<file path="config.mk">
export PLATFORM = sky130hd
export DESIGN_NAME = dogext_pos
export DESIGN_NICKNAME = d
export VERILOG_FILES = /design/src/hdl/dogext_pkg.sv /design/src/hdl/dogext_pos.sv
export SDC_FILE = /design/constraint.sdc
export NUM_CORES = 1
export LEC_CHECK = 0
export ABC_AREA = 1
export BUFFER_PORTS_ARGS = -buffer_cell sky130_fd_sc_hd__clkbuf_2
export CORE_MARGIN = 3
export CORE_UTILIZATION = 62
export CTS_BUF_LIST = sky130_fd_sc_hd__clkbuf_4 sky130_fd_sc_hd__clkbuf_8
export CTS_CLUSTER_SIZE = 14
export DETAILED_ROUTE_END_ITERATION = 10
export MAX_ROUTING_LAYER = met4
export PLACE_DENSITY = 0.84
export SLEW_MARGIN = 20
export SYNTH_ARGS = -nofsm -noshare
export SYNTH_HDL_FRONTEND = slang
export SYNTH_SLANG_ARGS = --single-unit
</file>
<file path="constraint.sdc">
create_clock -name i_clk -period 6.15 [get_ports i_clk]
set_input_delay 0.9225 -clock i_clk [delete_from_list [all_inputs] [get_ports i_clk]]
set_output_delay 0.9225 -clock i_clk [all_outputs]
set_load 0.01 [all_outputs]
</file>
<file path="src/hdl/dogext_pkg.sv">
package dogext_pkg;

    localparam int ROW_W      = 12;
    localparam int COL_OUT_W  = 10;
    localparam int FW_W       = 11;
    localparam int FH_W       = 12;
    localparam int CFG_DW     = 12;
    localparam int CFG_AW     = 1;
    localparam int NUM_SCALES = 3;

    localparam logic [FW_W-1:0] FW_RESET = 11'd640;
    localparam logic [FH_W-1:0] FH_RESET = 12'd480;

    typedef enum logic [CFG_AW-1:0] {
        CFG_FRAME_WIDTH  = 1'b0,
        CFG_FRAME_HEIGHT = 1'b1
    } t_cfg_reg;

    typedef struct packed {
        logic                 full;
        logic [ROW_W-1:0]     kp_row;
        logic [COL_OUT_W-1:0] kp_col;
    } t_kp_meta;

endpackage

</file>
<file path="src/hdl/dogext_pos.sv">
module dogext_pos #(
    parameter int MAX_WIDTH = 1024,
    parameter int WINDOW    = 3,
    localparam int AW       = $clog2(MAX_WIDTH)
) (
    input  logic                            i_clk,
    input  logic                            i_rst_n,
    input  logic                            i_cfg_we,
    input  logic [dogext_pkg::CFG_AW-1:0]   i_cfg_addr,
    input  logic [dogext_pkg::CFG_DW-1:0]   i_cfg_wdata,
    input  logic                            i_accept,
    input  logic                            i_sof,
    output logic [AW-1:0]                   o_addr,
    output dogext_pkg::t_kp_meta            o_meta
);
    import dogext_pkg::*;

    localparam int CW   = $clog2(MAX_WIDTH + 1);
    localparam int EW   = (CW > FW_W) ? CW : FW_W;
    localparam int HALF = WINDOW / 2;
    localparam int LAG  = WINDOW - 1 - HALF;
    localparam logic [EW-1:0] MAXW = EW'(MAX_WIDTH);

    logic [FW_W-1:0]  r_frame_width;
    logic [FH_W-1:0]  r_frame_height;
    logic [ROW_W-1:0] r_row, n_row;
    logic [CW-1:0]    r_col, n_col;

    logic [EW-1:0]    eff_w;
    logic [FH_W-1:0]  eff_h;
    logic [ROW_W-1:0] row_a;
    logic [CW-1:0]    col_a;
    logic [CW-1:0]    col_inc;

    always_comb begin
        eff_w = EW'(r_frame_width);
        if (r_frame_width == '0) begin
            eff_w = EW'(1);
        end else if (eff_w > MAXW) begin
            eff_w = MAXW;
        end
        eff_h = (r_frame_height == '0) ? FH_W'(1) : r_frame_height;

        // position of this beat
        row_a = r_row;
        col_a = r_col;
        if (i_sof) begin
            row_a = '0;
            col_a = '0;
        end else begin
            if (EW'(r_col) >= eff_w) begin
                col_a = '0;
                row_a = r_row + ROW_W'(1);
            end
            if (row_a >= eff_h) begin
                row_a = '0;
            end
        end

        // position of the next beat
        col_inc = col_a + CW'(1);
        n_col   = col_inc;
        n_row   = row_a;
        if (EW'(col_inc) >= eff_w) begin
            n_col = '0;
            n_row = row_a + ROW_W'(1);
            if (n_row >= eff_h) begin
                n_row = '0;
            end
        end

        if (col_a >= CW'(MAX_WIDTH)) begin
            o_addr = AW'(MAX_WIDTH - 1);
        end else begin
            o_addr = col_a[AW-1:0];
        end

        o_meta.full   = (row_a >= ROW_W'(WINDOW - 1)) && (col_a >= CW'(WINDOW - 1));
        o_meta.kp_row = row_a - ROW_W'(LAG);
        o_meta.kp_col = COL_OUT_W'(col_a - CW'(LAG));
    end

    always_ff @(posedge i_clk) begin
        if (!i_rst_n) begin
            r_frame_width  <= FW_RESET;
            r_frame_height <= FH_RESET;
            r_row          <= '0;
            r_col          <= '0;
        end else begin
            if (i_cfg_we) begin
                case (t_cfg_reg'(i_cfg_addr))
                    CFG_FRAME_WIDTH:  r_frame_width  <= i_cfg_wdata[FW_W-1:0];
                    CFG_FRAME_HEIGHT: r_frame_height <= i_cfg_wdata[FH_W-1:0];
                    default: ;
                endcase
            end
            if (i_accept) begin
                r_row <= n_row;
                r_col <= n_col;
            end
        end
    end
endmodule

</file>
### After elaboration in Yosys (flattened, before gate mapping)

Index checks and enable logic that the tools add are counted.

| word-level totals | value |
|---|---|
| register bits | 46 |
| word-level logic and storage cells | 36 |

| cells by class | value |
|---|---|
| $add $sub $neg | 5 |
| order comparisons | 8 |
| multiplexer cells | 13 |
| bitwise gates (word level) | 1 |
| reduce and logical (&&, ||, !) cells | 5 |

Operator list:

| kind | count |
|---|---|
| 12-bit 2-to-1 mux | 7 |
| 11-bit 2-to-1 mux | 5 |
| 12-bit by 1-bit adder with 12-bit output (second input constant) | 2 |
| 12-bit greater-or-equal comparator | 2 |
| 11-bit greater-or-equal comparator | 2 |
| 12-bit by 2-bit greater-or-equal comparator with 1-bit output (second input constant) | 1 |
| 12-bit logical NOT | 1 |
| 12-bit by 1-bit subtractor with 12-bit output (second input constant) | 1 |
| 11-bit by 1-bit adder with 11-bit output (second input constant) | 1 |
| 11-bit greater-or-equal comparator (second input constant) | 1 |
| 11-bit by 2-bit greater-or-equal comparator with 1-bit output (second input constant) | 1 |
| 11-bit greater-than comparator (second input constant) | 1 |
| 11-bit logical NOT | 1 |
| 10-bit 2-to-1 mux | 1 |
| 10-bit by 1-bit subtractor with 10-bit output (second input constant) | 1 |
| 2-bit AND reduction | 2 |
| 1-bit logical AND | 1 |
| 1-bit NOT | 1 |

### Depth between registers and ports, before layout

Gate-level depths: netlist of run 1.

| depth | value |
|---|---|
| depth in word-level cells | 13 |
| depth in mapped cells | 45 |
| depth with buffers taken out | 45 |

### Worst setup path before layout of run 1

Ideal clock, no wire load.

| timing path | value |
|---|---|
| path kind | reg2reg |
| from | register r_frame_width[6] |
| to | register r_row[8] |
| setup time | 0.071 ns |
| arrival time | 5.366 ns |
| data required time | 6.079 ns |
| slack | 0.713 ns |
| cell stages (with the launch flop) | 38 |
| buffers on the path | 1 |
| clock period less this slack | 5.437 ns |
| cell sequence | dfxtp_1 nor4_1 nand4_1 nand2_1 nand2_1 ha_1 nand2_1 nor2_1 nand2_1 nand2_1 nand2_2 nand2_4 buf_12 nand2_1 o21ai_2 inv_1 ha_1 a21oi_1 (+2 left out) nand3_1 a21oi_1 nand2_2 inv_1 ha_1 nand3_4 nand3b_1 and2_1 ha_1 nand2_1 nor2_1 o21ai_0 o2111ai_1 a21oi_1 nand2_1 nor2_1 nand3_1 a21oi_1 |

| between the ends | value |
|---|---|
| cells in the longest elaborated chain, start to end | 13 |
| elaborated cells between the ends (all ways) | 18 |
| classes of those cells | 2 x add/sub; 5 x order compare; 10 x mux; 1 x reduce/logical |

Ends and longest elaborated chain:

| what | line | source |
|---|---|---|
| start, declared | dogext_pos.sv:24 | `logic [FW_W-1:0] r_frame_width;` |
| start signal, assigned | dogext_pos.sv:92 | `CFG_FRAME_WIDTH: r_frame_width <= i_cfg_wdata[FW_W-1:0];` |
| 11-bit greater-than comparator | dogext_pos.sv:39 | `end else if (eff_w > MAXW) begin` |
| 11-bit 2-to-1 mux | dogext_pos.sv:39 |  |
| 11-bit 2-to-1 mux (*) | dogext_pos.sv:37 | `if (r_frame_width == '0) begin` |
| 11-bit greater-or-equal comparator | dogext_pos.sv:51 | `if (EW'(r_col) >= eff_w) begin` |
| 12-bit 2-to-1 mux | dogext_pos.sv:51 |  |
| 12-bit 2-to-1 mux | dogext_pos.sv:47 | `if (i_sof) begin` |
| 12-bit greater-or-equal comparator | dogext_pos.sv:55 | `if (row_a >= eff_h) begin` |
| 12-bit 2-to-1 mux | dogext_pos.sv:55 |  |
| 12-bit 2-to-1 mux | dogext_pos.sv:47 |  |
| 12-bit by 1-bit adder with 12-bit output | dogext_pos.sv:66 | `n_row = row_a + ROW_W'(1);` |
| 12-bit greater-or-equal comparator | dogext_pos.sv:67 | `if (n_row >= eff_h) begin` |
| 12-bit 2-to-1 mux | dogext_pos.sv:67 |  |
| 12-bit 2-to-1 mux (*) | dogext_pos.sv:64 | `if (EW'(col_inc) >= eff_w) begin` |
| end signal, assigned | dogext_pos.sv:98 | `r_row <= n_row;` |
| end, declared | dogext_pos.sv:26 | `logic [ROW_W-1:0] r_row, n_row;` |

Every way passes the cells marked *; elsewhere a longest branch is shown, timed or not. The select of a mux whose other input is x is not followed.
A chain may end at the register's enable or synchronous reset.

### Worst setup path in the final report of run 1

| timing path | value |
|---|---|
| from | register r_frame_width[9] |
| to | register r_row[9] |

The elaborated chain is that of the path after synthesis.

==> results of run 1 <==
-- worst max-delay path: cells and delay by family, from the launching register on --
family,cells,cell delay (ns)
AND/OR/NAND/NOR,25,3.13
buffers and inverters,4,0.47
flip-flops,1,0.36
AO/OA/AOI/OAI,6,0.99
adder cells (fa/ha/maj),3,0.92
-- placed cells by master, fill, tap and decap left out, drive strengths merged --
master / netlist / layout
clkbuf: 10 / 55
nor2: 82 / 82
ha: 52 / 52
and2: 4 / 4
xnor2: 2 / 2
nand3b: 3 / 3
a41o: 1 / 1
inv: 87 / 87
dfxtp: 46 / 46
o21a: 1 / 1
o21ai: 37 / 37
xor2: 31 / 31
a22oi: 5 / 5
nand2: 191 / 192
a21oi: 58 / 58
nand4: 12 / 12
buf: 2 / 20
nor3: 14 / 14
bufinv: 0 / 1
nand3: 44 / 44
clkinv: 5 / 7
o22ai: 1 / 1
or3: 1 / 1
or2: 1 / 1
nor4: 5 / 5
a41oi: 1 / 1
o211ai: 4 / 4
o2111ai: 1 / 1
-- final cells by class --
class,instances,area share (%)
Multi-Input combinational cell,552,64.4
Sequential cell,46,17.1
Timing Repair Buffer,70,7.49
Inverter,92,6.68
Tap cell,96,2.23
Clock buffer,5,1.28
Clock inverter,3,0.812
-- cell families after synthesis --
| family | after synthesis |
|---|---|
| simple gates | 357 |
| compound gates | 109 |
| buf+inv | 104 |
| fa+ha+maj | 52 |
| flops | 46 |
| xor+xnor | 33 |
-- stage by stage --
stage | setup TNS (ns) | instances | power (mW) | hold slack [ns]
floorplan | 0 | 701 | 0.540 | 0.452
global placement | 0 | 843 | 0.623 | 0.469
detailed placement | -0.454 | 843 | 0.631 | 0.479
CTS | 0 | 851 | 0.866 | 0.499
global route | -0.622 | 864 | 0.940 | 0.527
finish | 0 | 864 | 0.893 | 0.508
-- final timing paths --
path / startpoint / to / cells after the start
worst min-delay path: r_col[4]$_SDFFE_PN0P_ / r_col[4]$_SDFFE_PN0P_ / 2
worst min register to register: r_col[4]$_SDFFE_PN0P_ / r_col[4]$_SDFFE_PN0P_ / 2
worst max register to register: r_frame_width[9]$_SDFFE_PN1P_ / r_row[9]$_SDFFE_PN0P_ / 38
worst max-delay path: r_frame_width[9]$_SDFFE_PN1P_ / r_row[9]$_SDFFE_PN0P_ / 38
-- where the power goes --
group | leakage, nW | switching (mW) | internal, mW
Clock | 0.0585 | 0.114 | 0.122
Sequential | 0.376 | 0.0144 | 0.312
Combinational | 2.25 | 0.214 | 0.116
Total | 2.68 | 0.343 | 0.550
-- sequential cells by signal (all words and copies together), names as in the netlist --
signal          cells
r_row              12
r_col              11
r_frame_height     12
r_frame_width      11
-- per-layer routing --
metal	track usage (%)	vias to the layer above	routed length [µm]
met5	-	-	0
met4	7.69	0	318
met3	5.12	33	1350
met2	48.9	231	6090
met1	45.0	2298	6170
li1	-	2434	-
-- synth_stat cells, types with 3 or more instances --
cell type,number
o211ai_1,4
nand2_1,173
nor3_2,3
inv_2,8
xor2_1,29
nor2_1,66
clkbuf_1,10
nor2_8,3
and2_1,4
nand4_1,11
nor2_2,5
clkinv_1,5
nor4_1,5
a21oi_1,55
nand3_1,40
dfxtp_1,46
ha_1,52
o21ai_0,34
nand2_2,13
nor2_4,8
a21oi_2,3
nor3_1,9
inv_1,78
nand3_4,3
nand3b_1,3
a22oi_1,5
nand2_4,5
-- what timing repair did --
item,4_1_cts,5_1_grt
endpoints found under the setup margin,14,22
resized for setup,4,42
setup buffers,0,12
cloned,0,1
pin swaps,1,14
==> flow_metrics.env, run 1 <==
export IMPL_synth_simple_area_share_pct=37.7
export IMPL_status="finished clean"
export IMPL_worstSetupEndpointType="register"
export IMPL_synth_top_family_by_area="simple AND/OR/NAND/NOR gates"
export IMPL_layout_nets=837
export IMPL_grt_pass1_wl_um=21700
export IMPL_worstPathRequired_ns=6.39
export IMPL_dpl_worst_slack_ns=-0.115
export IMPL_fin_ws_ns=0.176
export IMPL_slew_violations=0
export IMPL_muxShareOfSynthArea_pct=0
export IMPL_port_buffers=50
export IMPL_detail_route_wl_per_cell_um=16.1
export IMPL_relSlewSlack_pct=41.5
export IMPL_clkLatencyLatePin_ns=0.31
export IMPL_max_stage_delay_ns=0.36
export IMPL_cts_hold_buffers=0
export IMPL_setup_viol=0
export IMPL_gr_total_overflow=0
export IMPL_min_period_ns=5.97
export IMPL_placed_area_um2=5020
export IMPL_tightest_slew_ns=0.873
export IMPL_critPathArrivalTime_ns=6.21
export IMPL_start_kind="register"
export IMPL_peakVddDrop_uv=173
export IMPL_synth_flop_cell="dfxtp_1"
export IMPL_fin_util_pct=76.4
export IMPL_grt_use_total_pct=32.2
export IMPL_final_antenna_net_count=0
export IMPL_min_period_over_period_pct=97.1
export IMPL_insertedDiodeCount=0
export IMPL_grt_max_degree=31
export IMPL_num_io_pins=51
export IMPL_synth_avg_cell_area_um2=6.65
export IMPL_wl_um=13900
export IMPL_synthArstFlopShare_pct=0
export IMPL_powerDensity_nw_per_um2=165
export IMPL_viasPerCell=5.78
export IMPL_core_um2=7060
export IMPL_fin_area_um2=5390
export IMPL_syn_inst=701
export IMPL_hp_class="register to register"
export IMPL_h_tree_depth=2
export IMPL_synth_compound_area_share_pct=13.1
export IMPL_synth_fp_nets=771
export IMPL_hold_viol_final=0
export IMPL_drc=0
export IMPL_synth_area_top_cells="dfxtp_1, ha_1, nand2_1, inv_1, a21oi_1"
export IMPL_cts_sinks=46
export IMPL_dieHeight_um=92.7
export IMPL_antenna_found_initial=0
export IMPL_drive_gt1_share_pct=21.6
export IMPL_synth_cell_types=45
export IMPL_path_class="register to register"
export IMPL_synthAdderAreaFrac_pct=14.0
export IMPL_fmax_mhz=167
export IMPL_dp_hpwl_um=10800
export IMPL_detail_route_first_pass_iterations=5
export IMPL_die_w_um=92.7
export IMPL_cts_max_path_buffers=2
export IMPL_place_congestion=1.08
export IMPL_grt_pass1_vias=4458
export IMPL_yosys_warnings=0
export IMPL_clk_pin_slew_ns=0.10
export IMPL_regArea_um2=922
export IMPL_die_area_um2=8600
export IMPL_num_fill_cells=576
export IMPL_path_common_cell="nand2_1"
export IMPL_synthXorXnorAreaFrac_pct=6.52
export IMPL_skew_ns=0.0114
export IMPL_cts_buffers=5
export IMPL_worst_path_max_delay_cell="dfxtp_2"
export IMPL_yosysTopAreaCellShare_pct=19.8
export IMPL_path_max_fanout=16
export IMPL_drtIter0Drc=570
export IMPL_synth_seq_area_share_pct=19.8
export IMPL_syn_area_um2=4660
export IMPL_area_growth_pct=15.7
export IMPL_ys_seq_elements=46
export IMPL_tritoncts="yes"
export IMPL_p_leak_nw=2.68
export IMPL_multi_input_area_um2=3470
export IMPL_rrSetupSlack_ns=0.18
export IMPL_post_synth_top_area_cell="dfxtp_1"
export IMPL_cts_root_buf="clkbuf_8"
export IMPL_vias=4996
export IMPL_rows=30
export IMPL_synth_edf_count=0
export IMPL_drv_cap=0
export IMPL_start_util_pct=66.1
Power figures use the tool's default switching activity.
==> run 2, diff against run 1 <==
==> constraint.sdc (replaced) <==
create_clock -name i_clk -period 6.15 [get_ports i_clk]
set_input_delay 0.3075 -clock i_clk [delete_from_list [all_inputs] [get_ports i_clk]]
set_output_delay 0.3075 -clock i_clk [all_outputs]
set_load 0.01 [all_outputs]
==> run 2 against run 1 <==
Net effect:
- first-iteration DRC count is 11% lower
- design area shrank 0.35%
- sequential share of layout area grew 0.060 points
- maximum frequency grew 0.72%
- via count grew 0.24%
- critical endpoint unchanged
- largest cell class unchanged
==> flow_metrics.env, run 2 (synthesis gave the netlist of run 1 again) <==
export IMPL_status="finished clean"
export IMPL_h_tree_depth=2
export IMPL_grt_pass1_wl_um=21700
export IMPL_path_max_fanout=16
export IMPL_core_um2=7060
export IMPL_rows=30
export IMPL_worst_path_max_delay_cell="dfxtp_1"
export IMPL_drc=0
export IMPL_path_common_cell="nand2_1"
export IMPL_cts_root_buf="clkbuf_8"
export IMPL_peakVddDrop_uv=174
export IMPL_detail_route_first_pass_iterations=6
export IMPL_worstSetupEndpointType="register"
export IMPL_layout_nets=836
export IMPL_start_kind="register"
export IMPL_grt_pass1_vias=4458
export IMPL_p_int_mw=0.549
export IMPL_placed_area_um2=5020
export IMPL_critPathArrivalTime_ns=6.17
export IMPL_tns_ns=0
export IMPL_cts_sinks=46
export IMPL_holdWs_ns=0.232
export IMPL_min_period_over_period_pct=96.4
export IMPL_tightest_slew_ns=0.840
export IMPL_grt_max_degree=31
export IMPL_dieHeight_um=92.7
export IMPL_setup_viol=0
export IMPL_clkPwrFrac_pct=26.9
export IMPL_clk_pin_slew_ns=0.10
export IMPL_powerDensity_nw_per_um2=166
export IMPL_die_area_um2=8600
export IMPL_min_period_ns=5.93
export IMPL_fmax_mhz=169
export IMPL_final_cell_mix="nand2_1, inv_1, nor2_1"
export IMPL_vias=5008
export IMPL_cts_max_path_buffers=2
export IMPL_start_util_pct=66.1
export IMPL_port_buffers=50
export IMPL_rsz0062_at_grt="yes"
export IMPL_p_comb_share_pct=36.6
export IMPL_worstPathRequired_ns=6.39
export IMPL_path_class="register to register"
export IMPL_power_mw=0.893
export IMPL_fin_ws_ns=0.219
export IMPL_detail_route_wl_per_cell_um=16.1
export IMPL_seq_power_share_pct=36.5
export IMPL_relSlewSlack_pct=43.6
export IMPL_area_growth_pct=15.3
export IMPL_grt_use_total_pct=32.2
export IMPL_cts_buffers=5
export IMPL_dp_hpwl_um=10800
export IMPL_place_congestion=1.08
export IMPL_p_leak_nw=2.68
export IMPL_num_io_pins=51
export IMPL_final_antenna_net_count=0
export IMPL_clkLatencyLatePin_ns=0.31
export IMPL_dpl_worst_slack_ns=-0.115
export IMPL_top_regs="r_frame_height (12), r_row (12)"
export IMPL_viasPerCell=5.80
export IMPL_skew_ns=0.0117
export IMPL_switchingPower_mw=0.345
export IMPL_insertedDiodeCount=0
export IMPL_tritoncts="yes"
export IMPL_switching_share_pct=38.6
export IMPL_hp_class="input port to register"
export IMPL_antenna_found_initial=0
export IMPL_gr_total_overflow=0
export IMPL_drive_gt1_share_pct=20.7
export IMPL_drtIter0Drc=505
export IMPL_hold_viol_final=0
export IMPL_wl_um=13900
export IMPL_cts_hold_buffers=0
export IMPL_fin_area_um2=5380
export IMPL_slew_violations=0
export IMPL_max_stage_delay_ns=0.37
export IMPL_die_w_um=92.7
export IMPL_drv_cap=0
export IMPL_final_common_cell="nand2_1"
## run 2: layout make-up
class / count / area (µm²)
Multi-Input combinational cell: 552 / 3450
Fill cell: 574 / 1680
Sequential cell: 46 / 922
Timing Repair Buffer: 69 / 409
Inverter: 92 / 360
Tap cell: 96 / 120
Clock buffer: 5 / 68.8
Clock inverter: 3 / 43.8
## run 2: power by group through the flow
| stage | clock network, mW | logic (mW) | registers (mW) |
|---|---|---|---|
| finish | 0.240 | 0.327 | 0.326 |
| CTS | 0.239 | 0.303 | 0.324 |
| global placement | 0 | 0.293 | 0.330 |
| global route | 0.248 | 0.360 | 0.328 |
| detailed placement | 0 | 0.300 | 0.331 |
| floorplan | 0 | 0.213 | 0.327 |
## run 2: routing by layer
layer	vias up	global-route usage, %	routed length, µm
met2	243	48.9	6180
met3	38	5.12	1330
met5	-	-	0
met1	2301	45.0	6110
met4	0	7.69	303
li1	2426	-	-
## run 2: through the flow
step | instances | util, %
global placement | 843 | 71.2
CTS | 851 | 73.0
floorplan | 701 | -
detailed placement | 843 | 71.2
finish | 863 | 76.2
global route | 863 | 76.2
## run 2: final timing paths
check                                start                       endpoint  slack [ns]  depth (start not counted)
min                         i_cfg_wdata[4]  r_frame_width[4]$_SDFFE_PN0P_        0.23                          3
max reg2reg  r_frame_width[7]$_SDFFE_PN1P_          r_row[9]$_SDFFE_PN0P_        0.22                         38
max          r_frame_width[7]$_SDFFE_PN1P_          r_row[9]$_SDFFE_PN0P_        0.22                         38
min reg2reg          r_col[4]$_SDFFE_PN0P_          r_col[4]$_SDFFE_PN0P_        0.51                          2
## run 2: what timing repair did
item,in CTS,in global routing
gates resized for setup,4,35
cloned,0,1
pin swaps,1,13
setup endpoints to repair,10,12
buffers inserted,0,11
## run 2: critical path: cells and delay by family (launching register included)
family / cells / cell delay [ns]
buffers and inverters: 3 / 0.45
AO/OA/AOI/OAI: 3 / 0.47
flip-flops: 1 / 0.37
adder cells (fa/ha/maj): 3 / 0.93
AND/OR/NAND/NOR: 29 / 3.60
