`config.mk`:
```
export PLATFORM = sky130hd
export DESIGN_NAME = dogext_extrema_flat
export DESIGN_NICKNAME = d
export VERILOG_FILES = /design/src/hdl/dogext_pkg.sv /design/src/hdl/dogext_kp_if.sv /design/src/hdl/dogext_extrema.sv /design/src/flat_wrapper.sv
export SDC_FILE = /design/constraint.sdc
export NUM_CORES = 1
export LEC_CHECK = 0
export BUFFER_PORTS_ARGS = -buffer_cell sky130_fd_sc_hd__buf_2
export CORE_AREA = 2 2 254 256
export CTS_CLUSTER_DIAMETER = 120
export DETAILED_ROUTE_END_ITERATION = 10
export DIE_AREA = 0 0 256 258
export PLACE_DENSITY_LB_ADDON = 0.25
export SYNTH_ARGS = -nofsm -noshare
export SYNTH_HDL_FRONTEND = slang
export SYNTH_SLANG_ARGS = --single-unit
```
`constraint.sdc`:
```
create_clock -name i_clk -period 15.6 [get_ports i_clk]
set_input_delay 0.78 -clock i_clk [delete_from_list [all_inputs] [get_ports i_clk]]
set_output_delay 0.78 -clock i_clk [all_outputs]
set_load 0.05 [all_outputs]
```
`src/hdl/dogext_pkg.sv`:
```
package dogext_pkg;

    localparam int ROW_W      = 12;
    localparam int COL_OUT_W  = 10;
    localparam int FW_W       = 11;
    localparam int FH_W       = 12;
    localparam int CFG_DW     = 12;
    localparam int CFG_AW     = 1;
    localparam int NUM_SCALES = 3;

    localparam logic [FW_W-1:0] FW_RESET = 11'd640;
    localparam logic [FH_W-1:0] FH_RESET = 12'd480;

    typedef enum logic [CFG_AW-1:0] {
        CFG_FRAME_WIDTH  = 1'b0,
        CFG_FRAME_HEIGHT = 1'b1
    } t_cfg_reg;

    typedef struct packed {
        logic                 full;
        logic [ROW_W-1:0]     kp_row;
        logic [COL_OUT_W-1:0] kp_col;
    } t_kp_meta;

endpackage

```
`src/hdl/dogext_kp_if.sv`:
```
interface dogext_kp_if;
    import dogext_pkg::*;

    logic                 valid;
    logic                 ready;
    logic [ROW_W-1:0]     keypoint_row;
    logic [COL_OUT_W-1:0] keypoint_col;
    logic                 is_minimum;

    modport source (
        output valid, keypoint_row, keypoint_col, is_minimum,
        input  ready
    );

    modport sink (
        input  valid, keypoint_row, keypoint_col, is_minimum,
        output ready
    );
endinterface

```
`src/hdl/dogext_extrema.sv`:
```
module dogext_extrema #(
    parameter int WINDOW     = 3,
    parameter int PIXEL_BITS = 16
) (
    input  logic                                                          i_clk,
    input  logic                                                          i_rst_n,
    input  logic                                                          i_valid,
    input  logic [WINDOW-1:0][dogext_pkg::NUM_SCALES-1:0][PIXEL_BITS-1:0] i_col,
    input  dogext_pkg::t_kp_meta                                          i_meta,
    output logic                                                          o_en,
    dogext_kp_if.source                                                   o_kp
);
    import dogext_pkg::*;

    localparam int HALF = WINDOW / 2;

    logic [NUM_SCALES-1:0][WINDOW-1:0][WINDOW-1:0][PIXEL_BITS-1:0] r_win;
    logic                 r_p2_valid;
    t_kp_meta             r_p2_meta;
    logic                 r_out_valid;
    logic [ROW_W-1:0]     r_kp_row;
    logic [COL_OUT_W-1:0] r_kp_col;
    logic                 r_is_min;

    logic signed [PIXEL_BITS-1:0] center;
    logic signed [PIXEL_BITS-1:0] nb;
    logic                         gt_all;
    logic                         lt_all;

    assign o_en = !r_out_valid || o_kp.ready;

    always_ff @(posedge i_clk) begin
        if (o_en && i_valid) begin
            for (int s = 0; s < NUM_SCALES; s++) begin
                for (int r = 0; r < WINDOW; r++) begin
                    for (int k = 0; k < WINDOW - 1; k++) begin
                        r_win[s][r][k] <= r_win[s][r][k+1];
                    end
                    r_win[s][r][WINDOW-1] <= i_col[r][s];
                end
            end
        end
    end

    always_comb begin
        center = $signed(r_win[1][HALF][HALF]);
        nb     = '0;
        gt_all = 1'b1;
        lt_all = 1'b1;
        for (int s = 0; s < NUM_SCALES; s++) begin
            for (int r = 0; r < WINDOW; r++) begin
                for (int k = 0; k < WINDOW; k++) begin
                    if (!(s == 1 && r == HALF && k == HALF)) begin
                        nb = $signed(r_win[s][r][k]);
                        if (!(center > nb)) gt_all = 1'b0;
                        if (!(center < nb)) lt_all = 1'b0;
                    end
                end
            end
        end
    end

    always_ff @(posedge i_clk) begin
        if (!i_rst_n) begin
            r_p2_valid  <= 1'b0;
            r_out_valid <= 1'b0;
        end else if (o_en) begin
            r_p2_valid  <= i_valid;
            r_out_valid <= r_p2_valid && r_p2_meta.full && (gt_all || lt_all);
        end
    end

    always_ff @(posedge i_clk) begin
        if (o_en) begin
            r_p2_meta <= i_meta;
            r_kp_row  <= r_p2_meta.kp_row;
            r_kp_col  <= r_p2_meta.kp_col;
            r_is_min  <= lt_all;
        end
    end

    assign o_kp.valid        = r_out_valid;
    assign o_kp.keypoint_row = r_kp_row;
    assign o_kp.keypoint_col = r_kp_col;
    assign o_kp.is_minimum   = r_is_min;
endmodule

```
`src/flat_wrapper.sv`:
```
// flat-port wrapper written by rule: the top's interface ports become plain ports
module dogext_extrema_flat import dogext_pkg::*;
#(
    parameter int WINDOW     = 3,
    parameter int PIXEL_BITS = 16
)
  (i_clk, i_rst_n, i_valid, i_col, i_meta, o_en, o_kp_valid, o_kp_keypoint_row, o_kp_keypoint_col, o_kp_is_minimum, o_kp_ready);
  dogext_kp_if o_kp_i ();
  input  logic i_clk;
  input  logic i_rst_n;
  input  logic i_valid;
  input  logic [WINDOW-1:0][dogext_pkg::NUM_SCALES-1:0][PIXEL_BITS-1:0] i_col;
  input  dogext_pkg::t_kp_meta i_meta;
  output logic o_en;
  output wire logic [$bits(o_kp_i.valid)-1:0] o_kp_valid;
  output wire logic [$bits(o_kp_i.keypoint_row)-1:0] o_kp_keypoint_row;
  output wire logic [$bits(o_kp_i.keypoint_col)-1:0] o_kp_keypoint_col;
  output wire logic [$bits(o_kp_i.is_minimum)-1:0] o_kp_is_minimum;
  input wire logic [$bits(o_kp_i.ready)-1:0] o_kp_ready;
  assign o_kp_valid = o_kp_i.valid;
  assign o_kp_keypoint_row = o_kp_i.keypoint_row;
  assign o_kp_keypoint_col = o_kp_i.keypoint_col;
  assign o_kp_is_minimum = o_kp_i.is_minimum;
  assign o_kp_i.ready = o_kp_ready;
  dogext_extrema #(.WINDOW(WINDOW), .PIXEL_BITS(PIXEL_BITS)) u_core (.i_clk(i_clk), .i_rst_n(i_rst_n), .i_valid(i_valid), .i_col(i_col), .i_meta(i_meta), .o_en(o_en), .o_kp(o_kp_i));
endmodule
```
# --- Word level (Yosys, flattened, before mapping) ---
# Cells that the tools add are included.
classes:
  n_addsub: 0
  multipliers: 0
  div: 0
  n_lt_le_gt_ge: 52
  n_eq_ne: 0
  shift: 0
  mux: 52
  n_bitwise: 0
  n_reduce_logical: 6
op_table:
  columns: ["op", "count"]
  rows:
  - ["greater-than comparator 16 bit", 26]
  - ["< comparator 16 bit", 26]
  - ["2-to-1 mux 1 bit", 52]
  - ["logical AND 1 bit", 3]
  - ["logical OR 1 bit", 2]
  - ["logical NOT 1 bit", 1]
word_totals:
  register_bits: 480
  latch_bits: 0
  mem_bits_rw: 0
  mem_bits_ro: 0
  input_bits: 171
  output_inout_bits: 25
  wordCells: 145
  mem_count: 0

# --- Longest topological paths before layout ---
# Gate-level depths: netlist (run 1).
depth:
  ltp_word: 29
  depth_mapped: 11
  depth_no_buf: 11

# --- Worst setup path after synthesis (run 1) ---
# Ideal clock, no wire load.
synth_timing:
  kind: "input -> register"
  from: "input port o_kp_ready"
  to: "register u_core.r_win (netlist bit u_core.center[0]), enable pin"
  setup_time_ps: 842
  t_arrival_ps: 12219
  required_time_ps: 14758
  slack_ps: 2539
  cell_stages: 2
  path_buffers: 0
  cell_sequence: "nand2b_1 > and2_1"
synth_between:
  elab_chain_len: 2
synth_rtl:
  columns: ["element", "line_no", "text"]
  rows:
  - ["start, declared", "flat_wrapper.sv:19", "input wire logic [$bits(o_kp_i.ready)-1:0] o_kp_ready;"]
  - ["logical OR 1 bit", "dogext_extrema.sv:30", "assign o_en = !r_out_valid || o_kp.ready;"]
  - ["logical AND 1 bit", "dogext_extrema.sv:33", "if (o_en && i_valid) begin"]
  - ["end signal, assigned by index", "dogext_extrema.sv:37", "r_win[s][r][k] <= r_win[s][r][k+1];"]
  - ["end signal, assigned by index", "dogext_extrema.sv:39", "r_win[s][r][WINDOW-1] <= i_col[r][s];"]
  - ["end, declared", "dogext_extrema.sv:17", "logic [NUM_SCALES-1:0][WINDOW-1:0][WINDOW-1:0][PIXEL_BITS-1:0] r_win;"]
# No other way between the ends.
# A chain may end at the register's enable or synchronous reset.

# --- Worst setup path in the final report (run 1) ---
layout_timing:
  from: "register u_core.r_out_valid (netlist: u_core.o_kp.valid)"
  to: "register u_core.r_win[89] in the netlist's numbering, enable pin"
layout_between:
  elab_chain_len: 3
layout_rtl:
  columns: ["element", "line_no", "text"]
  rows:
  - ["start, declared", "dogext_extrema.sv:20", "logic r_out_valid;"]
  - ["start signal, assigned", "dogext_extrema.sv:69", "r_out_valid <= r_p2_valid && r_p2_meta.full && (gt_all || lt_all);"]
  - ["logical NOT 1 bit", "dogext_extrema.sv:30", null]
  - ["logical OR 1 bit", "dogext_extrema.sv:30", null]
  - ["logical AND 1 bit", "dogext_extrema.sv:33", null]
# No other way between the ends.

==> impl_metrics.tcl, run 1 <==
set metrics [dict create \
    cap_violations 0 \
    grt_first_pass_wirelength_mm 90.53 \
    vias 15990 \
    layout-drive-gt1-share 0.1326 \
    slowest_delay_ns 0.88 \
    status "completed" \
    avgRoutedWirePerCell_um 18.66 \
    ios 196 \
    cts_setup_buffers 0 \
    skew_ns 0.01677 \
    yosysSeqAreaShare 0.5721 \
    r2r_slack_ns 11.58 \
    grt_max_degree 83 \
    vias_per_cell 5.106 \
    regToRegStartpoint "u_core.o_kp.valid" \
    ys_ff_latch 480 \
    totalWireLength_mm 58.44 \
    remaining_drc_errors 0 \
    cp-end-kind "register" \
    path_class "register to register" \
    die-area_um2 66050 \
    synth_nets 2549 \
    synth_edf_count 478 \
    ctsHoldBuffers 0 \
    cts_root_buf "clkbuf_16" \
    num-fill-cells 5713 \
    ff_latch_area_um2 14390 \
    clk_path_buf_depth 3 \
    crit_fanout 81 \
    grt_overflow_total 0 \
    worstHoldPathType "primary input to register" \
    start_util 0.3953 \
    period_share 0.2578 \
    numPortBuffers 195 \
    ys.flop_type "edfxtp_1" \
    final-hold-violation-count 0 \
    whs_endpoint "u_core.nb[15]" \
    preCtsSetupSlack_ns 10.93 \
    num_antenna_cells 0 \
    rsz0062_at_grt "no" \
    rows 93 \
    final_common_cell "edfxtp_1" \
    worstPathCellList "nand2b_2 -> and2_4 -> buf_4 -> buf_4 -> buf_4" \
    cts_buffers 54 \
    crit_top_cell "buf_4" \
    antenna_found_initial 0 \
    final_cell_mix "edfxtp_1 (478), ha_1 (416), inv_1 (407), buf_2 (195), a21oi_1 (145)" \
    start_kind "register" \
    num-nets-final 2822 \
    grt_pass1_vias 16610 \
    holdWs_ns 0.3525 \
    ir_worst_vdd_mv 0.08357 \
    grt_usage 0.1767 \
    netlist_instances 1962 \
    multi_input_area_um2 9243 \
    design.core.area_um2 63650 \
    cts.htree.levels 2 \
    ctsResizeCount 0 \
    crit_required_ns 15.82 \
    arrival_ns 4.24 \
    finalSetupTns_ns 0 \
    place.gp.congestion 0.8176 \
    p_leak_nw 13.17 \
    synth.distinct_cells 56 \
    p_per_area_nw_per_um2 111.2 \
    synth.cell_area_um2 25160 \
    clk_pin_slew_worst_paths_ns 0.06 \
    cts_tree "done" \
    fmax_mhz 248.7 \
    setup_viol 0 \
    layoutNonFillerInstCount 3132 \
    reg2reg_to "u_core.r_win[89]" \
    power.total_mw 3.236 \
    die_w_um 256 \
    period_needed_ns 4.022 \
    synth.avg_cell_area_um2 12.82 \
    dp_hpwl_mm 41.03 \
    place_inst 3034 \
    worst_slack_ns 11.58 \
    cts_sinks 480 \
    dr.pass1.iters 5 \
    drtAntennaViolNets 0 \
    slew_violations 0 \
    hold-path-cell-count 1 \
    yosysWarnings 0 \
    async_reset_ff_frac 0 \
    worstRegToRegCells 5 \
    drt_iter0_drc 914 \
    clkLatencyLatePin_ns 0.60 \
    slowest_stage "buf_4" \
    slew_headroom 0.3117 \
    area_delta_synth_final_pct 15.63 \
    min-delay-start "i_col[143]" \
    die_y_um 258 \
    tightest_slew_ns 1.032 \
]
cell usage after synthesis, types with 3 or more instances:
| cell | count | area, um^2 |
|---|---|---|
| or4_1 | 6 | 45.04 |
| inv_1 | 407 | 1528 |
| o21ai_1 | 3 | 15.01 |
| and4_1 | 13 | 113.9 |
| a2111o_1 | 4 | 45.04 |
| nor2_1 | 20 | 75.07 |
| o211ai_1 | 30 | 225.2 |
| nor4_1 | 27 | 168.9 |
| nor2b_1 | 27 | 168.9 |
| and3_1 | 3 | 18.77 |
| a31oi_1 | 4 | 25.02 |
| a21o_1 | 48 | 360.4 |
| or3_1 | 7 | 43.79 |
| edfxtp_1 | 478 | 14350 |
| nand3_1 | 31 | 155.2 |
| mux2i_1 | 18 | 180.2 |
| nand2_1 | 64 | 240.2 |
| nand4_1 | 89 | 556.8 |
| a2111oi_0 | 13 | 113.9 |
| nor3_1 | 10 | 50.05 |
| nand3b_1 | 3 | 22.52 |
| o21a_1 | 7 | 52.55 |
| a21boi_1 | 3 | 22.52 |
| a211oi_1 | 14 | 105.1 |
| o21ai_0 | 23 | 115.1 |
| a21oi_1 | 145 | 725.7 |
| nand2b_1 | 11 | 68.82 |
| ha_1 | 416 | 5205 |
flip-flops by register name, summed over array words and instances (netlist names):
register and cells:
u_core.r_win 400, u_core.r_p2_valid 1, u_core.o_kp.keypoint_row 12, u_core.nb 16
u_core.o_kp.is_minimum 1, u_core.r_p2_meta 23, u_core.o_kp.keypoint_col 10, u_core.o_kp.valid 1
u_core.center 16
per-stage QoR:
stage / util / area (um^2)
after global routing: 0.4570 / 29090
after detailed placement: 0.4301 / 27380
after global placement: 0.4301 / 27380
final: 0.4570 / 29090
after CTS: 0.4570 / 29090
after floorplan: - / 25160
power breakdown:
group	switching, mW	internal, mW
Combinational	0.263	0.165
Clock	0.516	0.723
Sequential	0.0452	1.52
cell type report:
cell class	count	area share
repair buffers	217	0.03923
flip-flops and latches	480	0.4948
multi-input cells	1075	0.3177
inverters	407	0.05252
clock buffers	61	0.04809
clock inverters	37	0.01088
well taps	855	0.03677
how the worst max path moves through the flow:
stage | start | end | slack, ns | cells past startpoint
after floorplan | o_kp_ready | u_core.center[0] | 2.54 | 2
after global placement | o_kp_ready | u_core.r_win[230] | 11.01 | 6
after detailed placement | o_kp_ready | u_core.r_win[229] | 10.93 | 6
after CTS | u_core.o_kp.valid | u_core.r_win[291] | 11.52 | 5
after global routing | u_core.o_kp.valid | u_core.r_win[70] | 11.22 | 5
final | u_core.o_kp.valid | u_core.r_win[89] | 11.58 | 5
cell families after synthesis:
logic type               share of synthesized area
AO/OA/AOI/OAI                              0.07942
buffers and inverters                      0.06072
AND/OR/NAND/NOR                            0.07221
adder cells (fa/ha/maj)                     0.2069
flip-flops                                  0.5721
multiplexers                              0.008653
critical path, delay by kind of cell, from the launching register on:
| family | cells | cell delay, ns |
|---|---|---|
| buf+inv | 3 | 2.51 |
| simple gates | 2 | 0.69 |
| flops | 1 | 0.33 |
metal layers:
layer  share of wire  GRT usage  vias to the layer above  wire length, um
li1                -          -                     7808                -
met1            0.45     0.2296                     7682            26220
met2            0.47     0.2973                      370            27500
met3           0.043    0.02680                      132             2489
met4           0.038    0.07131                        0             2234
met5               0          0                        -                0
Power figures use the tool's default switching activity.
==> run 2, diff against run 1 <==
--- a/config.mk
+++ b/config.mk
@@ -5,11 +5,12 @@
 export SDC_FILE = /design/constraint.sdc
 export NUM_CORES = 1
 export LEC_CHECK = 0
+export ABC_AREA = 1
 export BUFFER_PORTS_ARGS = -buffer_cell sky130_fd_sc_hd__buf_2
-export CORE_AREA = 2 2 254 256
+export CORE_AREA = 2 2 260 262
 export CTS_CLUSTER_DIAMETER = 120
 export DETAILED_ROUTE_END_ITERATION = 10
-export DIE_AREA = 0 0 256 258
+export DIE_AREA = 0 0 262 264
 export PLACE_DENSITY_LB_ADDON = 0.25
 export SYNTH_ARGS = -nofsm -noshare
 export SYNTH_HDL_FRONTEND = slang
==> constraint.sdc (replaced) <==
create_clock -name i_clk -period 4 [get_ports i_clk]
set_input_delay 0.2 -clock i_clk [delete_from_list [all_inputs] [get_ports i_clk]]
set_output_delay 0.2 -clock i_clk [all_outputs]
set_load 0.05 [all_outputs]
==> run 2 against run 1 <==
First-iteration DRC count is 9.5% higher. Core utilization grew 2.9 points. Flip-flop and latch count is the same. Global-route usage up 0.94 points. Critical path depth rose by 12. Non-clock buffer count rose by 178. Critical path type unchanged. Setup slack got worse by 10 ns. Clock power rose to 4.2 times the previous value.
==> impl_metrics.tcl, run 2 <==
set metrics [dict create \
    yosys-top-cells-count "nand2_1 (552), inv_1 (551), edfxtp_1 (478)" \
    synth_top_area_share 0.5445 \
    clkLatencyLatePin_ns 0.61 \
    layout-drive-gt1-share 0.1074 \
    reg2reg_to "u_core.o_kp.valid" \
    grt_overflow_total 0 \
    place.gp.congestion 0.8492 \
    synth.cell_area_um2 26360 \
    rsz0062_at_grt "no" \
    final-hold-violation-count 0 \
    drt_iter0_drc 1001 \
    power_switching_mw 3.273 \
    yosysSeqAreaShare 0.5460 \
    worstPathCellList "inv_1 -> buf_12 -> ha_1 -> inv_1 -> a21oi_1 -> o21ai_0 -> nand2_1 -> nand4_1 -> nand2_1 -> nand2_1 -> nor2_1 -> nand2_1 -> nor2_1 -> nand2_1 -> nand2_1 -> nand2_1 -> a21oi_2" \
    p_leak_nw 15.83 \
    grt_usage 0.1862 \
    preCtsSetupSlack_ns 1.077 \
    period_share 0.7237 \
    regToRegStartpoint "u_core.center[0]" \
    clk_pin_slew_worst_paths_ns 0.06 \
    arrival_ns 3.44 \
    ys.flop_type "edfxtp_1" \
    area_delta_synth_final_pct 22.61 \
    synth_most_common_cell "nand2_1" \
    path_class "register to register" \
    synthTopCellsByArea "edfxtp_1 (54%), ha_1 (20%), nand2_1 (7.9%)" \
    regMostFlops "u_core.r_win" \
    slowest_delay_ns 0.58 \
    period_needed_ns 2.895 \
    design.core.area_um2 66560 \
    grtUsageMet2 0.3305 \
    cp-end-kind "register" \
    ys_ff_latch 480 \
    numPortBuffers 195 \
    totalWireLength_mm 63.70 \
    final_common_cell "nand2_1" \
    drtAntennaViolNets 0 \
    num_antenna_cells 0 \
    crit_top_cell "nand2_1" \
    ios 196 \
    yosysTopAreaCell "edfxtp_1" \
    netSwitchingFraction 0.2534 \
    cap_violations 0 \
    cts_root_buf "clkbuf_16" \
    avgRoutedWirePerCell_um 16.38 \
    die_w_um 262 \
    r2r_slack_ns 1.11 \
    synth_nets 3106 \
    p_comb_frac 0.134 \
    dr.pass1.iters 5 \
    die_y_um 264 \
    worstHoldPathType "primary input to register" \
    netlist_instances 2519 \
    slowest_stage "inv_1" \
    antenna_found_initial 1 \
    holdWs_ns 0.2876 \
    seq_power_share 0.465 \
    grt.busiest_layer "met2" \
    yosysWarnings 0 \
    crit_start "u_core.center[0]" \
    cts_setup_buffers 0 \
    slew_headroom 0.4637 \
    slew_violations 0 \
    final_cell_mix "nand2_1 (551), inv_1 (548), edfxtp_1 (478), ha_1 (416), buf_2 (195)" \
    cp_num_buf_inv 3 \
    cts_tree "done" \
    grt_util_met3 0.03061 \
    num-nets-final 3559 \
    ir_worst_vdd_mv 0.3158 \
    grt_first_pass_wirelength_mm 99.39 \
    synth.distinct_cells 21 \
    worst-path-stages 17 \
    synth.avg_cell_area_um2 10.46 \
    setup_viol 0 \
    dp_hpwl_mm 46.59 \
    skew_ns 0.01829 \
    synth_edf_count 478 \
    largest_reg_flops 400 \
    status "completed" \
    start_kind "register" \
    met1_usage 0.2228 \
    clkPwrFrac 0.401 \
    fmax_mhz 345.4 \
    cts.htree.levels 2 \
    crit_end "u_core.o_kp.valid" \
    worst_slack_ns 1.105 \
    vias 18680 \
    clk_path_buf_depth 3 \
    cts_sinks 480 \
    crit_fanout 14 \
    cts_buffers 56 \
    utilization 0.4856 \
    rows 95 \
    internal-power_mw 9.643 \
    hold-path-cell-count 2 \
    die-area_um2 69170 \
    crit_required_ns 4.54 \
    worstRegToRegCells 17 \
    crit_family "simple AND/OR/NAND/NOR gates" \
    grt_max_degree 100 \
    grt_pass1_vias 19190 \
    tightest_slew_ns 0.8044 \
    start_util 0.3960 \
    vias_per_cell 4.802 \
    async_reset_ff_frac 0 \
    top_regs "u_core.r_win (400), u_core.r_p2_meta (23)" \
    p_per_area_nw_per_um2 399.6 \
    remaining_drc_errors 0 \
]
==> run 2: changes by cell type in the layout (fill, tap and decap cells not counted), moves of 21 or more <==
| cell | delta |
|---|---|
| nand4_1 | -66 |
| dlygate4sd3_1 | +170 |
| a21oi_1 | +32 |
| nor2b_1 | -27 |
| nor4_1 | -23 |
| o211ai_1 | -30 |
| inv_1 | +141 |
| o21ai_0 | +21 |
| a21o_1 | -45 |
| nor2_1 | +130 |
| nand2_1 | +487 |
==> run 2: power by group through the flow <==
stage | clock [mW] | sequential (mW) | combinational (mW)
floorplan | 0 | 6.17 | 0.984
global placement | 0 | 6.10 | 1.53
detailed placement | 0 | 6.11 | 1.60
CTS | 5.32 | 6.01 | 1.74
global route | 5.51 | 6.03 | 1.99
finish | 5.19 | 6.00 | 1.73
==> run 2: worst min-delay path by stage <==
| stage | startpoint | to | slack [ns] |
|---|---|---|---|
| 5_1_grt | i_col[8] | u_core.r_win[40] | 0.26 |
| 6_report | i_col[88] | u_core.r_win[376] | 0.29 |
| 4_1_cts | i_col[88] | u_core.r_win[376] | 0.25 |
| 3_5_place_dp | i_col[9] | u_core.r_win[41] | 0.38 |
| 3_3_place_gp | i_col[10] | u_core.r_win[42] | 0.38 |
| 2_1_floorplan | i_col[128] | u_core.nb[0] | 0.30 |
==> run 2: cell families (layout without fill, tap and decap cells) <==
group | after synthesis | count (layout) | synth area share
adder cells (fa/ha/maj) | 416 | 416 | 0.1975
flip-flops | 480 | 480 | 0.5460
buffers and inverters | 551 | 1048 | 0.07846
AND/OR/NAND/NOR | 804 | 804 | 0.1227
AO/OA/AOI/OAI | 268 | 268 | 0.05539
==> run 2: area by class of cell <==
type | count | area [um^2]
clock inverters | 36 | 407.9
flip-flops and latches | 480 | 14400
clock buffers | 66 | 1449
repair buffers | 395 | 2990
inverters | 551 | 2076
fillers | 6074 | 34240
multi-input cells | 1488 | 9908
well taps | 873 | 1092
==> run 2: stage by stage <==
step	power (mW)	area, um^2	TNS [ns]	std cells
after floorplan	7.149	26380	-2018.58	2519
after global placement	7.629	28760	0	3617
after detailed placement	7.703	28760	0	3617
after CTS	13.07	32320	0	3889
after global routing	13.53	32320	0	3889
final	12.92	32320	0	3889
==> run 2: per-layer routing <==
metal,vias up,share of wire
met4,0,0.037
met2,405,0.50
met5,-,0
met1,8865,0.42
met3,124,0.045
li1,9282,-
==> run 2: what timing repair did <==
action / 4_1_cts / 5_1_grt
resized for setup: 0 / 0
hold buffers: 170 / 0
setup endpoints to repair: 0 / 0
endpoints found under the hold margin: 169 / 0
==> run 2: worst reg2reg max path: cells and delay by family, from the launching register on <==
family / cells / cell delay [ns]
buf+inv: 3 / 0.87
fa+ha+maj: 1 / 0.16
simple gates: 10 / 1.07
flops: 1 / 0.39
compound gates: 3 / 0.35
==> run 3, diff against run 2 <==
==> constraint.sdc (replaced) <==
create_clock -name i_clk -period 2.6 [get_ports i_clk]
set_input_delay 0.13 -clock i_clk [delete_from_list [all_inputs] [get_ports i_clk]]
set_output_delay 0.13 -clock i_clk [all_outputs]
set_load 0.05 [all_outputs]
==> run 3 against run 2 <==
Flip-flop and latch count stayed put. Combinational power is 60% higher. Largest cell class unchanged. Highest routed layer unchanged. Count of clock-buffer cells in the layout stayed put. Hold slack worse by 0.069 ns.
==> impl_metrics.tcl, run 3 (synthesized netlist as in run 2, its figures left out) <==
set metrics [dict create \
    antenna_found_initial 0 \
    numPortBuffers 195 \
    grt_overflow_total 0 \
    worstRegToRegCells 17 \
    fin_area_um2 32970 \
    grt_first_pass_wirelength_mm 98.78 \
    p_leak_nw 16.11 \
    ir_worst_vdd_mv 0.4628 \
    final-hold-violation-count 0 \
    vias 18560 \
    grt_pass1_vias 19240 \
    rsz0062_at_grt "yes" \
    fmax_mhz 395.3 \
    min-delay-start "i_col[129]" \
    cts_tree "done" \
    die-area_um2 69170 \
    finalSetupTns_ns 0 \
    r2r_slack_ns 0.07 \
    utilization 0.4954 \
    grt_usage 0.1845 \
    die_y_um 264 \
    worstHoldPathType "primary input to register" \
    dr.pass1.iters 5 \
    worst_slack_ns 0.07028 \
    regToRegStartpoint "u_core.center[15]" \
    period_share 0.9730 \
    largest_reg_flops 400 \
    layoutNonFillerInstCount 3926 \
    place_inst 3652 \
    area_delta_synth_final_pct 25.09 \
    cts_buffers 55 \
    status "completed" \
    power.total_mw 20.20 \
    remaining_drc_errors 0 \
    clk_path_buf_depth 3 \
    path_class "register to register" \
    dp_hpwl_mm 46.19 \
    slew_headroom 0.5902 \
    num-nets-final 3595 \
    totalWireLength_mm 62.92 \
    preCtsSetupSlack_ns -0.03358 \
    regMostFlops "u_core.r_win" \
    final_cell_mix "inv_1 (548), nand2_1 (543), edfxtp_1 (478), ha_1 (414), buf_2 (195)" \
    final_common_cell "inv_1" \
    top_regs "u_core.r_win (400), u_core.r_p2_meta (23)" \
    crit_fanout 10 \
    clkLatencyLatePin_ns 0.62 \
    place.gp.congestion 0.8806 \
    tightest_slew_ns 0.6146 \
    placed_area_um2 29260 \
    drtAntennaViolNets 0 \
    grt_max_degree 60 \
    ios 196 \
    die_w_um 262 \
    skew_ns 0.01979 \
    cap_violations 0 \
    rows 95 \
    cts.htree.levels 2 \
    reg2reg_to "u_core.o_kp.valid" \
    design.core.area_um2 66560 \
    hold-path-cell-count 2 \
    crit_required_ns 3.13 \
    layout-drive-gt1-share 0.1245 \
    drt_iter0_drc 794 \
    p_per_area_nw_per_um2 612.6 \
    vias_per_cell 4.726 \
    num_antenna_cells 0 \
    period_needed_ns 2.530 \
    slew_violations 0 \
    cts_root_buf "clkbuf_16" \
    start_util 0.3960 \
    cts_sinks 480 \
    start_kind "register" \
    holdWs_ns 0.2187 \
    avgRoutedWirePerCell_um 16.03 \
    whs_endpoint "u_core.nb[1]" \
    arrival_ns 3.06 \
    cp-end-kind "register" \
    clk_pin_slew_worst_paths_ns 0.06 \
    setup_viol 0 \
]
==> run 3: power by group <==
part / internal [mW] / leakage [nW] / total [mW] / switching [mW]
logic: 1.16 / 10.5 / 2.76 / 1.61
clock network: 4.97 / 0.915 / 8.22 / 3.25
registers: 9.00 / 4.73 / 9.22 / 0.215
==> run 3: layer usage <==
layer | up-vias | part of all wire | global-route usage | wire length [um]
li1 | 9377 | - | - | -
met4 | 0 | 0.041 | 0.07879 | 2579
met3 | 128 | 0.034 | 0.02341 | 2117
met5 | - | 0 | 0 | 0
met1 | 8718 | 0.43 | 0.2261 | 26900
met2 | 332 | 0.50 | 0.3244 | 31320
==> run 3: area by class of cell <==
type / count / area [um^2]
Timing Repair Buffer: 432 / 3516
Inverter: 551 / 2076
Fill cell: 5976 / 33590
Multi-Input combinational cell: 1488 / 9968
Sequential cell: 480 / 14400
Clock inverter: 36 / 484.2
Clock buffer: 66 / 1439
Tap cell: 873 / 1092
==> run 3: worst max path at each step <==
| stage | from | endpoint | slack [ns] | cells after the start |
|---|---|---|---|---|
| after floorplan | u_core.o_kp.valid | u_core.center[0] | -6.07 | 5 |
| after global placement | u_core.center[11] | u_core.o_kp.valid | -0.02 | 17 |
| after detailed placement | u_core.center[11] | u_core.o_kp.valid | -0.03 | 16 |
| after CTS | u_core.center[11] | u_core.o_kp.valid | 0.00006 | 16 |
| after global routing | u_core.center[11] | u_core.o_kp.valid | -0.18 | 18 |
| final | u_core.center[15] | u_core.o_kp.valid | 0.07 | 17 |
==> run 3: critical path, stage by stage, from the launching register on <==
cell	delay (ns)
edfxtp_1	0.43
buf_4	0.22
ha_1	0.35
nand2_1	0.14
nor2_1	0.08
nand3_1	0.07
nor2_1	0.04
nor2_1	0.27
nand3_1	0.11
nor2_1	0.12
nand3_1	0.08
nor2_1	0.09
nand2_1	0.05
nor2_1	0.11
nand2_1	0.07
nand2_1	0.06
nand2_1	0.06
a21oi_2	0.10
==> run 3: what timing repair did <==
action,in CTS,in global routing
setup endpoints to repair,1,2
pin swaps,0,1
hold endpoints to repair,169,0
gates resized for setup,4,22
hold buffers,171,0
setup buffers,0,1
